### config.mk
export PLATFORM = sky130hd
export DESIGN_NAME = gate_triggered_voice_allocator_flat
export DESIGN_NICKNAME = d
export VERILOG_FILES = /design/src/hw/rtl/gtva_pkg.sv /design/src/hw/rtl/gtva_in_if.sv /design/src/hw/rtl/gtva_out_if.sv /design/src/hw/rtl/gtva_env.sv /design/src/hw/rtl/gtva_gate.sv /design/src/hw/rtl/gtva_voice_cell.sv /design/src/hw/rtl/gate_triggered_voice_allocator.sv /design/src/flat_wrapper.sv
export SDC_FILE = /design/constraint.sdc
export NUM_CORES = 2
export LEC_CHECK = 0
export BUFFER_PORTS_ARGS = -buffer_cell sky130_fd_sc_hd__buf_4
export CAP_MARGIN = 20
export CORE_AREA = 5 5 245 247
export CTS_CLUSTER_DIAMETER = 60
export DETAILED_ROUTE_END_ITERATION = 6
export DIE_AREA = 0 0 250 252
export PLACE_DENSITY = 0.66
export SLEW_MARGIN = 20
export SYNTH_ARGS = -nofsm -noshare
export SYNTH_HDL_FRONTEND = slang
export SYNTH_SLANG_ARGS = --single-unit
### constraint.sdc
create_clock -name clk -period 23.6 [get_ports clk]
set_clock_uncertainty 0.2 [all_clocks]
set_input_delay 1.18 -clock clk [delete_from_list [all_inputs] [get_ports clk]]
set_output_delay 1.18 -clock clk [all_outputs]
set_load 0.02 [all_outputs]
### src/hw/rtl/gtva_pkg.sv
// ---------------------------------------------------------------------------
// gtva_pkg
// Shared types, constants and register codes for the gate-triggered voice
// allocator.
// ---------------------------------------------------------------------------
package gtva_pkg;

  localparam int DEF_NUM_VOICES  = 4;
  localparam int DEF_SAMPLE_BITS = 16;

  localparam int THR_W   = 17;
  localparam int STEP_W  = 16;
  localparam int COUNT_W = 20;
  localparam int COEF_W  = 16;
  localparam int LEVEL_W = 16;

  localparam int CFG_IDX_W  = 3;
  localparam int CFG_DATA_W = 20;

  localparam logic [LEVEL_W-1:0] GATE_FULL = 16'd32768;

  localparam logic [THR_W-1:0]   RST_OPEN_THRESHOLD   = 17'd65536;
  localparam logic [STEP_W-1:0]  RST_ATTACK_STEP      = 16'd32768;
  localparam logic [STEP_W-1:0]  RST_RELEASE_STEP     = 16'd32768;
  localparam logic [COUNT_W-1:0] RST_HOLD_SAMPLES     = 20'd0;
  localparam logic [COUNT_W-1:0] RST_GRAIN_SAMPLES    = 20'd96000;
  localparam logic [COEF_W-1:0]  RST_ENVELOPE_RELEASE = 16'd655;

  typedef enum logic [CFG_IDX_W-1:0] {
    REG_OPEN_THRESHOLD   = 3'd0,
    REG_ATTACK_STEP      = 3'd1,
    REG_RELEASE_STEP     = 3'd2,
    REG_HOLD_SAMPLES     = 3'd3,
    REG_GRAIN_SAMPLES    = 3'd4,
    REG_ENVELOPE_RELEASE = 3'd5
  } cfg_reg_t;

  // output phase codes
  localparam logic [1:0] PH_CLOSED  = 2'd0;
  localparam logic [1:0] PH_OPENING = 2'd1;
  localparam logic [1:0] PH_OPEN    = 2'd2;
  localparam logic [1:0] PH_CLOSING = 2'd3;

  typedef enum logic [3:0] {
    ST_CLOSED  = 4'b0001,
    ST_OPENING = 4'b0010,
    ST_OPEN    = 4'b0100,
    ST_CLOSING = 4'b1000
  } gate_state_t;

  typedef struct packed {
    logic [THR_W-1:0]   open_threshold;
    logic [STEP_W-1:0]  attack_step;
    logic [STEP_W-1:0]  release_step;
    logic [COUNT_W-1:0] hold_samples;
  } gate_cfg_t;

  typedef struct packed {
    logic [LEVEL_W-1:0] level;
    logic [1:0]         phase;
    logic               start;
  } gate_res_t;

  typedef struct packed {
    logic taken;
    logic ended;
    logic busy;
  } cell_stat_t;

  function automatic logic [1:0] phase_code(gate_state_t st);
    logic [1:0] code;
    code = PH_CLOSED;
    unique case (st)
      ST_CLOSED:  code = PH_CLOSED;
      ST_OPENING: code = PH_OPENING;
      ST_OPEN:    code = PH_OPEN;
      ST_CLOSING: code = PH_CLOSING;
      default:    code = PH_CLOSED;
    endcase
    return code;
  endfunction

endpackage

### src/hw/rtl/gtva_in_if.sv
// ---------------------------------------------------------------------------
// gtva_in_if
// Input channel: one stereo sample pair per word, valid/ready.
// ---------------------------------------------------------------------------
interface gtva_in_if #(
  parameter int SAMPLE_BITS = 16
);
  logic                          valid;
  logic                          ready;
  logic signed [SAMPLE_BITS-1:0] left_sample;
  logic signed [SAMPLE_BITS-1:0] right_sample;

  modport source (output valid, output left_sample, output right_sample, input ready);
  modport sink   (input valid, input left_sample, input right_sample, output ready);
endinterface

### src/hw/rtl/gtva_out_if.sv
// ---------------------------------------------------------------------------
// gtva_out_if
// Result channel: gate state, envelope and voice events, valid/ready.
// ---------------------------------------------------------------------------
interface gtva_out_if #(
  parameter int SAMPLE_BITS = 16,
  parameter int NUM_VOICES  = 4
);
  localparam int ENV_W = SAMPLE_BITS + 1;
  localparam int IDX_W = (NUM_VOICES > 1) ? $clog2(NUM_VOICES) : 1;

  logic                  valid;
  logic                  ready;
  logic [15:0]           gate_level;
  logic [1:0]            gate_phase;
  logic [ENV_W-1:0]      envelope_level;
  logic                  grain_started;
  logic [IDX_W-1:0]      started_voice;
  logic [NUM_VOICES-1:0] ended_mask;
  logic [NUM_VOICES-1:0] busy_mask;

  modport source (
    output valid, output gate_level, output gate_phase, output envelope_level,
    output grain_started, output started_voice, output ended_mask, output busy_mask,
    input ready
  );
  modport sink (
    input valid, input gate_level, input gate_phase, input envelope_level,
    input grain_started, input started_voice, input ended_mask, input busy_mask,
    output ready
  );
endinterface

### src/hw/rtl/gtva_env.sv
// ---------------------------------------------------------------------------
// gtva_env
// Peak envelope follower: instant attack, rounded Q0.16 exponential release.
// ---------------------------------------------------------------------------
module gtva_env
  import gtva_pkg::*;
#(
  parameter int SAMPLE_BITS = DEF_SAMPLE_BITS
) (
  input  logic                          clk,
  input  logic                          rst_n,
  input  logic                          load,
  input  logic signed [SAMPLE_BITS-1:0] left_sample,
  input  logic signed [SAMPLE_BITS-1:0] right_sample,
  input  logic [COEF_W-1:0]             release_coef,
  output logic [SAMPLE_BITS:0]          envelope
);

  localparam int ENV_W  = SAMPLE_BITS + 1;
  localparam int PROD_W = ENV_W + COEF_W;

  logic [ENV_W-1:0]       env_r, env_nxt;
  logic [SAMPLE_BITS-1:0] mag_l, mag_r;
  logic [ENV_W-1:0]       sum, diff, dec;
  logic [PROD_W-1:0]      prod, rnd;

  // most negative sample maps onto 2^(N-1), which fits unsigned
  assign mag_l = left_sample[SAMPLE_BITS-1]  ? SAMPLE_BITS'(-left_sample)  : left_sample;
  assign mag_r = right_sample[SAMPLE_BITS-1] ? SAMPLE_BITS'(-right_sample) : right_sample;
  assign sum   = {1'b0, mag_l} + {1'b0, mag_r};

  assign diff = env_r - sum;
  assign prod = PROD_W'(diff) * PROD_W'(release_coef);
  assign rnd  = prod + PROD_W'(32768);
  assign dec  = rnd[PROD_W-1:COEF_W];

  always_comb begin
    if (sum > env_r) begin
      env_nxt = sum;
    end else begin
      env_nxt = env_r - dec;
    end
  end

  always_ff @(posedge clk) begin
    if (!rst_n) begin
      env_r <= '0;
    end else if (load) begin
      env_r <= env_nxt;
    end
  end

  assign envelope = env_r;

endmodule

### src/hw/rtl/gtva_gate.sv
// ---------------------------------------------------------------------------
// gtva_gate
// Four-phase gate with attack/release ramps, threshold and hold counter.
// ---------------------------------------------------------------------------
module gtva_gate
  import gtva_pkg::*;
#(
  parameter int SAMPLE_BITS = DEF_SAMPLE_BITS
) (
  input  logic                 clk,
  input  logic                 rst_n,
  input  logic                 adv,
  input  logic [SAMPLE_BITS:0] envelope,
  input  gate_cfg_t            cfg,
  output gate_res_t            res
);

  localparam int ENV_W = SAMPLE_BITS + 1;
  localparam int CMP_W = (ENV_W > THR_W) ? ENV_W : THR_W;

  gate_state_t          st_r, st_nxt;
  logic [LEVEL_W-1:0]   gate_r, gate_nxt;
  logic [COUNT_W-1:0]   hold_r, hold_nxt;
  logic [LEVEL_W:0]     up;
  logic                 thr_hit;
  logic                 start;

  assign thr_hit = CMP_W'(envelope) >= CMP_W'(cfg.open_threshold);
  assign up      = {1'b0, gate_r} + {1'b0, cfg.attack_step};

  always_comb begin
    st_nxt   = st_r;
    gate_nxt = gate_r;
    hold_nxt = hold_r;
    start    = 1'b0;
    unique case (st_r)
      ST_CLOSED: begin
        if (thr_hit) st_nxt = ST_OPENING;
      end
      ST_OPENING: begin
        if (up >= {1'b0, GATE_FULL}) begin
          gate_nxt = GATE_FULL;
          st_nxt   = ST_OPEN;
          hold_nxt = cfg.hold_samples;
          start    = 1'b1;
        end else begin
          gate_nxt = up[LEVEL_W-1:0];
        end
      end
      ST_OPEN: begin
        if (hold_r == '0) begin
          if (!thr_hit) st_nxt = ST_CLOSING;
        end else begin
          hold_nxt = hold_r - COUNT_W'(1);
        end
      end
      ST_CLOSING: begin
        gate_nxt = (gate_r > cfg.release_step) ? gate_r - cfg.release_step : '0;
        if (thr_hit) begin
          st_nxt = ST_OPENING;
        end else if (gate_nxt == '0) begin
          st_nxt = ST_CLOSED;
        end
      end
      default: begin
        st_nxt = ST_CLOSED;
      end
    endcase
  end

  always_ff @(posedge clk) begin
    if (!rst_n) begin
      st_r   <= ST_CLOSED;
      gate_r <= '0;
      hold_r <= '0;
    end else if (adv) begin
      st_r   <= st_nxt;
      gate_r <= gate_nxt;
      hold_r <= hold_nxt;
    end
  end

  assign res.level = gate_nxt;
  assign res.phase = phase_code(st_nxt);
  assign res.start = start;

endmodule

### src/hw/rtl/gtva_voice_cell.sv
// ---------------------------------------------------------------------------
// gtva_voice_cell
// One voice countdown timer; claims a start request when free, else passes it on.
// ---------------------------------------------------------------------------
module gtva_voice_cell
  import gtva_pkg::*;
(
  input  logic               clk,
  input  logic               rst_n,
  input  logic               adv,
  input  logic [COUNT_W-1:0] grain_samples,
  input  logic               start_in,
  output logic               start_out,
  output cell_stat_t         stat
);

  logic [COUNT_W-1:0] rem_r, rem_nxt, loaded;
  logic               free;
  logic               take;

  assign free      = (rem_r == '0);
  assign take      = start_in & free;
  assign start_out = start_in & ~free;
  assign loaded    = take ? grain_samples : rem_r;

  // a voice loaded now is decremented in the same word
  assign rem_nxt = (loaded != '0) ? loaded - COUNT_W'(1) : '0;

  always_ff @(posedge clk) begin
    if (!rst_n) begin
      rem_r <= '0;
    end else if (adv) begin
      rem_r <= rem_nxt;
    end
  end

  assign stat.taken = take;
  assign stat.ended = (loaded != '0) && (rem_nxt == '0);
  assign stat.busy  = (rem_nxt != '0);

endmodule

### src/hw/rtl/gate_triggered_voice_allocator.sv
// ---------------------------------------------------------------------------
// gate_triggered_voice_allocator
// Envelope-driven noise gate that starts the lowest free voice timer on open.
// ---------------------------------------------------------------------------
//  port      dir  handshake         contents
//  in_chan   in   valid/ready       left_sample, right_sample
//  out_chan  out  valid/ready       gate level/phase, envelope, voice events
//  cfg_*     in   write enable only register index, write data
//
//  One word per cycle sustained while out_chan is ready; registered in the
//  envelope register, then gate and voice cells into the output register. The
//  envelope recurrence, one multiply plus subtract per cycle, sets the clock.
//  Synchronous active-low reset clears state; no clearing pass is needed.
//  A stalled output holds its word while the envelope stage keeps one more.
// ---------------------------------------------------------------------------
module gate_triggered_voice_allocator
  import gtva_pkg::*;
#(
  parameter int NUM_VOICES  = DEF_NUM_VOICES,
  parameter int SAMPLE_BITS = DEF_SAMPLE_BITS
) (
  input  logic                  clk,
  input  logic                  rst_n,
  gtva_in_if.sink               in_chan,
  gtva_out_if.source            out_chan,
  input  logic                  cfg_we,
  input  logic [CFG_IDX_W-1:0]  cfg_index,
  input  logic [CFG_DATA_W-1:0] cfg_data
);

  localparam int ENV_W = SAMPLE_BITS + 1;
  localparam int IDX_W = (NUM_VOICES > 1) ? $clog2(NUM_VOICES) : 1;

  // configuration registers
  logic [THR_W-1:0]   open_threshold_r;
  logic [STEP_W-1:0]  attack_step_r;
  logic [STEP_W-1:0]  release_step_r;
  logic [COUNT_W-1:0] hold_samples_r;
  logic [COUNT_W-1:0] grain_samples_r;
  logic [COEF_W-1:0]  envelope_release_r;

  always_ff @(posedge clk) begin
    if (!rst_n) begin
      open_threshold_r   <= RST_OPEN_THRESHOLD;
      attack_step_r      <= RST_ATTACK_STEP;
      release_step_r     <= RST_RELEASE_STEP;
      hold_samples_r     <= RST_HOLD_SAMPLES;
      grain_samples_r    <= RST_GRAIN_SAMPLES;
      envelope_release_r <= RST_ENVELOPE_RELEASE;
    end else if (cfg_we) begin
      unique case (cfg_index)
        REG_OPEN_THRESHOLD:   open_threshold_r   <= cfg_data[THR_W-1:0];
        REG_ATTACK_STEP:      attack_step_r      <= cfg_data[STEP_W-1:0];
        REG_RELEASE_STEP:     release_step_r     <= cfg_data[STEP_W-1:0];
        REG_HOLD_SAMPLES:     hold_samples_r     <= cfg_data[COUNT_W-1:0];
        REG_GRAIN_SAMPLES:    grain_samples_r    <= cfg_data[COUNT_W-1:0];
        REG_ENVELOPE_RELEASE: envelope_release_r <= cfg_data[COEF_W-1:0];
        default: ;
      endcase
    end
  end

  // pipeline control
  logic a_v_r, a_v_nxt;
  logic out_v_r, out_v_nxt;
  logic in_acc, out_load;

  assign out_load      = a_v_r & (~out_v_r | out_chan.ready);
  assign in_chan.ready = ~a_v_r | out_load;
  assign in_acc        = in_chan.valid & in_chan.ready;

  always_comb begin
    a_v_nxt   = in_acc ? 1'b1 : (out_load ? 1'b0 : a_v_r);
    out_v_nxt = out_load ? 1'b1 : (out_chan.ready ? 1'b0 : out_v_r);
  end

  always_ff @(posedge clk) begin
    if (!rst_n) begin
      a_v_r   <= 1'b0;
      out_v_r <= 1'b0;
    end else begin
      a_v_r   <= a_v_nxt;
      out_v_r <= out_v_nxt;
    end
  end

  // envelope stage
  logic [ENV_W-1:0] envelope;

  gtva_env #(.SAMPLE_BITS(SAMPLE_BITS)) u_env (
    .clk          (clk),
    .rst_n        (rst_n),
    .load         (in_acc),
    .left_sample  (in_chan.left_sample),
    .right_sample (in_chan.right_sample),
    .release_coef (envelope_release_r),
    .envelope     (envelope)
  );

  // gate stage
  gate_cfg_t gate_cfg;
  gate_res_t gate_res;

  assign gate_cfg.open_threshold = open_threshold_r;
  assign gate_cfg.attack_step    = attack_step_r;
  assign gate_cfg.release_step   = release_step_r;
  assign gate_cfg.hold_samples   = hold_samples_r;

  gtva_gate #(.SAMPLE_BITS(SAMPLE_BITS)) u_gate (
    .clk      (clk),
    .rst_n    (rst_n),
    .adv      (out_load),
    .envelope (envelope),
    .cfg      (gate_cfg),
    .res      (gate_res)
  );

  // voice cells: the start request ripples to the lowest free voice
  logic [NUM_VOICES:0]   start_c;
  cell_stat_t            stat [NUM_VOICES];
  logic [NUM_VOICES-1:0] taken, ended, busy;

  assign start_c[0] = gate_res.start;

  for (genvar gi = 0; gi < NUM_VOICES; gi++) begin : g_voice
    gtva_voice_cell u_cell (
      .clk           (clk),
      .rst_n         (rst_n),
      .adv           (out_load),
      .grain_samples (grain_samples_r),
      .start_in      (start_c[gi]),
      .start_out     (start_c[gi+1]),
      .stat          (stat[gi])
    );
    assign taken[gi] = stat[gi].taken;
    assign ended[gi] = stat[gi].ended;
    assign busy[gi]  = stat[gi].busy;
  end

  logic [IDX_W-1:0] voice_idx;

  always_comb begin
    voice_idx = '0;
    for (int i = 0; i < NUM_VOICES; i++) begin
      voice_idx = voice_idx | (taken[i] ? IDX_W'(i) : '0);
    end
  end

  // output register
  logic [LEVEL_W-1:0]    gate_level_r;
  logic [1:0]            gate_phase_r;
  logic [ENV_W-1:0]      envelope_level_r;
  logic                  grain_started_r;
  logic [IDX_W-1:0]      started_voice_r;
  logic [NUM_VOICES-1:0] ended_mask_r;
  logic [NUM_VOICES-1:0] busy_mask_r;

  always_ff @(posedge clk) begin
    if (out_load) begin
      gate_level_r     <= gate_res.level;
      gate_phase_r     <= gate_res.phase;
      envelope_level_r <= envelope;
      grain_started_r  <= |taken;
      started_voice_r  <= voice_idx;
      ended_mask_r     <= ended;
      busy_mask_r      <= busy;
    end
  end

  assign out_chan.valid          = out_v_r;
  assign out_chan.gate_level     = gate_level_r;
  assign out_chan.gate_phase     = gate_phase_r;
  assign out_chan.envelope_level = envelope_level_r;
  assign out_chan.grain_started  = grain_started_r;
  assign out_chan.started_voice  = started_voice_r;
  assign out_chan.ended_mask     = ended_mask_r;
  assign out_chan.busy_mask      = busy_mask_r;

`ifndef ASSERT_OFF
  a_one_taker : assert property (@(posedge clk) disable iff (!rst_n)
    $onehot0(taken))
    else $error("more than one voice took the start request");

  a_end_not_busy : assert property (@(posedge clk) disable iff (!rst_n)
    out_load |=> (out_chan.ended_mask & out_chan.busy_mask) == '0)
    else $error("voice reported ended and busy in the same word");

  a_start_on_open : assert property (@(posedge clk) disable iff (!rst_n)
    out_chan.valid && out_chan.grain_started |->
      out_chan.gate_phase == PH_OPEN && out_chan.gate_level == GATE_FULL)
    else $error("voice started while gate not fully open");

  a_closed_zero : assert property (@(posedge clk) disable iff (!rst_n)
    out_chan.valid && out_chan.gate_phase == PH_CLOSED |-> out_chan.gate_level == '0)
    else $error("closed gate with nonzero level");
`endif

endmodule

### src/flat_wrapper.sv
// flat-port wrapper written by rule: the top's interface ports become plain ports
module gate_triggered_voice_allocator_flat import gtva_pkg::*;
#(
  parameter int NUM_VOICES  = DEF_NUM_VOICES,
  parameter int SAMPLE_BITS = DEF_SAMPLE_BITS
)
  (clk, rst_n, cfg_we, cfg_index, cfg_data, in_chan_valid, in_chan_left_sample, in_chan_right_sample, in_chan_ready, out_chan_valid, out_chan_gate_level, out_chan_gate_phase, out_chan_envelope_level, out_chan_grain_started, out_chan_started_voice, out_chan_ended_mask, out_chan_busy_mask, out_chan_ready);
  gtva_in_if #(.SAMPLE_BITS(SAMPLE_BITS)) in_chan_i ();
  gtva_out_if #(.SAMPLE_BITS(SAMPLE_BITS), .NUM_VOICES(NUM_VOICES)) out_chan_i ();
  input  logic clk;
  input  logic rst_n;
  input  logic cfg_we;
  input  logic [CFG_IDX_W-1:0] cfg_index;
  input  logic [CFG_DATA_W-1:0] cfg_data;
  input wire logic [$bits(in_chan_i.valid)-1:0] in_chan_valid;
  input wire logic [$bits(in_chan_i.left_sample)-1:0] in_chan_left_sample;
  input wire logic [$bits(in_chan_i.right_sample)-1:0] in_chan_right_sample;
  output wire logic [$bits(in_chan_i.ready)-1:0] in_chan_ready;
  output wire logic [$bits(out_chan_i.valid)-1:0] out_chan_valid;
  output wire logic [$bits(out_chan_i.gate_level)-1:0] out_chan_gate_level;
  output wire logic [$bits(out_chan_i.gate_phase)-1:0] out_chan_gate_phase;
  output wire logic [$bits(out_chan_i.envelope_level)-1:0] out_chan_envelope_level;
  output wire logic [$bits(out_chan_i.grain_started)-1:0] out_chan_grain_started;
  output wire logic [$bits(out_chan_i.started_voice)-1:0] out_chan_started_voice;
  output wire logic [$bits(out_chan_i.ended_mask)-1:0] out_chan_ended_mask;
  output wire logic [$bits(out_chan_i.busy_mask)-1:0] out_chan_busy_mask;
  input wire logic [$bits(out_chan_i.ready)-1:0] out_chan_ready;
  assign in_chan_i.valid = in_chan_valid;
  assign in_chan_i.left_sample = in_chan_left_sample;
  assign in_chan_i.right_sample = in_chan_right_sample;
  assign in_chan_ready = in_chan_i.ready;
  assign out_chan_valid = out_chan_i.valid;
  assign out_chan_gate_level = out_chan_i.gate_level;
  assign out_chan_gate_phase = out_chan_i.gate_phase;
  assign out_chan_envelope_level = out_chan_i.envelope_level;
  assign out_chan_grain_started = out_chan_i.grain_started;
  assign out_chan_started_voice = out_chan_i.started_voice;
  assign out_chan_ended_mask = out_chan_i.ended_mask;
  assign out_chan_busy_mask = out_chan_i.busy_mask;
  assign out_chan_i.ready = out_chan_ready;
  gate_triggered_voice_allocator #(.NUM_VOICES(NUM_VOICES), .SAMPLE_BITS(SAMPLE_BITS)) u_core (.clk(clk), .rst_n(rst_n), .in_chan(in_chan_i), .out_chan(out_chan_i), .cfg_we(cfg_we), .cfg_index(cfg_index), .cfg_data(cfg_data));
endmodule
==> metrics.txt <==
Final setup viols=0; outcome=complete, no violations; routed vias/inst=5.900; largest net degree at the start of global routing=97; Pins Over Slew Limit=0; Top FF cell, synth=dfxtp_1; CTS root buf=clkbuf_16; minimum clock period=12.76 ns; vias=25347; remaining antenna violation count=0; Area after DPL=29780 sq um; Hold Crit Class=flop to flop; Post-synth EDFFs=46; most frequent cells in the layout=nand2_1, inv_1, dfxtp_1; FF-to-FF Start=u_core.u_env.envelope[0]; RSZ-0062 raised after global routing=no; fraction of layout cells with a size suffix above 1=0.08303; CP max-delay cell=fa_1; number of antenna violations at the first check in global routing=1; # Post-CTS Setup Buffers=0; CP max stage delay=0.54 ns; CTS Hold Bufs=0; I/O Pins=108; cts repair resizes=0; FMAX=0.07835 GHz; area delta synth->final=9.795%; Clk pin slew, worst setup/hold paths=0.06 ns; die area=63000 sq um; FFs w/ async S/R, synth=0; die width=250 um; Mapped Area=28370 sq um; Detail Placement HPWL=61.68 mm; Syn Nets=3979; CP arrival=13.04 ns; CTS Buf Count=40; Layout Nets=3988; Global Route Usage Sum=0.2616; Yosys Warn Count=0; WS Path Type=input pin to flop; pre-CTS setup slack=10.34 ns; worst skew pair latency=0.59 ns; core box area=57370 sq um; Post-Synthesis Cells=3488; htree depth=2; CP startpoint kind=input pin; MaxCap Viol Count=0; drt pass-1 iters=6; crit-path most repeated cell=fa_1; Initial Util=0.4946; Post-Route WL=84.62 mm; first-pass GRT wire length=134.6 mm; final setup TNS=0 ns; CTS tree=built; total global routing overflow=0; worst r2r path cells=47; actual slew at the worst max-slew pin=1.078 ns; register area share after synthesis=0.2209; filler instances=5430; commonest non-fill, non-tap cell in the layout=nand2_1; Port-buffer cells=107; Initial DRC Count=2429; FF+latch count, synth=290; Netlist cell types=94; dpl cells=4219; area of the multi-input gates=20270 sq um; worst endpoint required time=23.88 ns; vias in the first global route=24245; clock sink count=290; Post-route DRC=0; Syn Area/Cell=8.134 sq um; Final Hold Fails=0; Register Area=6266 sq um; Finished Cell Area=31150 sq um; Hold Path Origin=u_core.u_env.envelope[0]; setup ws final=10.84 ns; Bufs on Longest Clock Path=3; critical path fanouts, max=16; period utilisation layout=0.5408; row count=88; Cell Count, Final, Fillers Out=4296; wire per inst=19.70 um; routability cong.=0.9686; Slew headroom=0.2776; Die Ht=252 um; CP Launch Point=in_chan_left_sample[1]; CP Capture Type=flop; hold path cells=0
## worst max-delay path: cells and delay by family
family / cells / cell delay (ns)
and+or+nand+nor: 8 / 1.54
AOI/OAI and AO/OA: 19 / 4.11
buffers and inverters: 7 / 0.61
xor gates and xnor gates: 5 / 0.94
adders and majority gates: 12 / 4.64
## registers in the layout, summed over array words and instances (netlist names), 16 cells and up
| name | cells |
|---|---|
| u_core.u_env.envelope | 17 |
| u_core.u_gate.gate_r | 16 |
| u_core.g_voice.u_cell.rem_r | 80 |
| u_core.envelope_release_r | 16 |
| u_core.out_chan.gate_level | 16 |
| u_core.hold_samples_r | 20 |
| u_core.open_threshold_r | 17 |
| u_core.grain_samples_r | 20 |
| u_core.attack_step_r | 16 |
| u_core.out_chan.envelope_level | 17 |
| u_core.u_gate.hold_r | 20 |
| u_core.release_step_r | 16 |
## per-stage QoR
stage | hold slack [ns] | utilization
2_1_floorplan | 0.2300 | -
5_1_grt | 0.2856 | 0.5429
4_1_cts | 0.2589 | 0.5427
3_5_place_dp | 0.2448 | 0.5192
6_report | 0.2579 | 0.5430
3_3_place_gp | 0.2498 | 0.5188
## final cells by class
cell class / instances / area share
clock buffer: 53 / 0.03603
inverter: 320 / 0.03864
tap: 765 / 0.03073
antenna: 2 / 0.0001607
clock inverter: 21 / 0.007230
multi-input combinational: 2700 / 0.6506
sequential: 290 / 0.2012
timing repair buffer: 145 / 0.03543
## kinds of logic after synthesis
group,count (synthesis),synth area share
buffers and inverters,498,0.06747
flip-flops,290,0.2209
AO/OA/AOI/OAI,782,0.1888
multiplexers,20,0.007321
adder cells (fa/ha/maj),433,0.2469
AND/OR/NAND/NOR,1331,0.2273
XOR/XNOR,134,0.04137
## path summary, 6_finish.rpt
path                                                     endpoint  slack (ns)
worst max-delay path                    u_core.u_env.envelope[15]       10.84
worst min-delay path            u_core.out_chan.envelope_level[0]        0.26
worst max register to register          u_core.u_env.envelope[16]       12.39
worst min register to register  u_core.out_chan.envelope_level[0]        0.26
## Yosys cell counts (all sizes together) (80+ instances only)
cell type / number / share of area
nor2: 196 / 0.026
nor3: 89 / 0.016
a21boi: 115 / 0.030
ha: 219 / 0.097
nand2: 546 / 0.073
dfxtp: 244 / 0.17
o21ai: 148 / 0.026
and2: 141 / 0.031
a21oi: 161 / 0.029
inv: 320 / 0.042
xnor2: 84 / 0.026
fa: 212 / 0.15
nor2b: 80 / 0.018
clkbuf: 156 / 0.021
## per-layer routing
metal  track usage  wire, um
met1        0.3654     37350
met2        0.4126     37640
met3       0.05443      6871
met4       0.07828      2759
met5             0         0
Power is not shown: default switching activity piles up to over one toggle a cycle in this logic, so the estimate is an artifact.
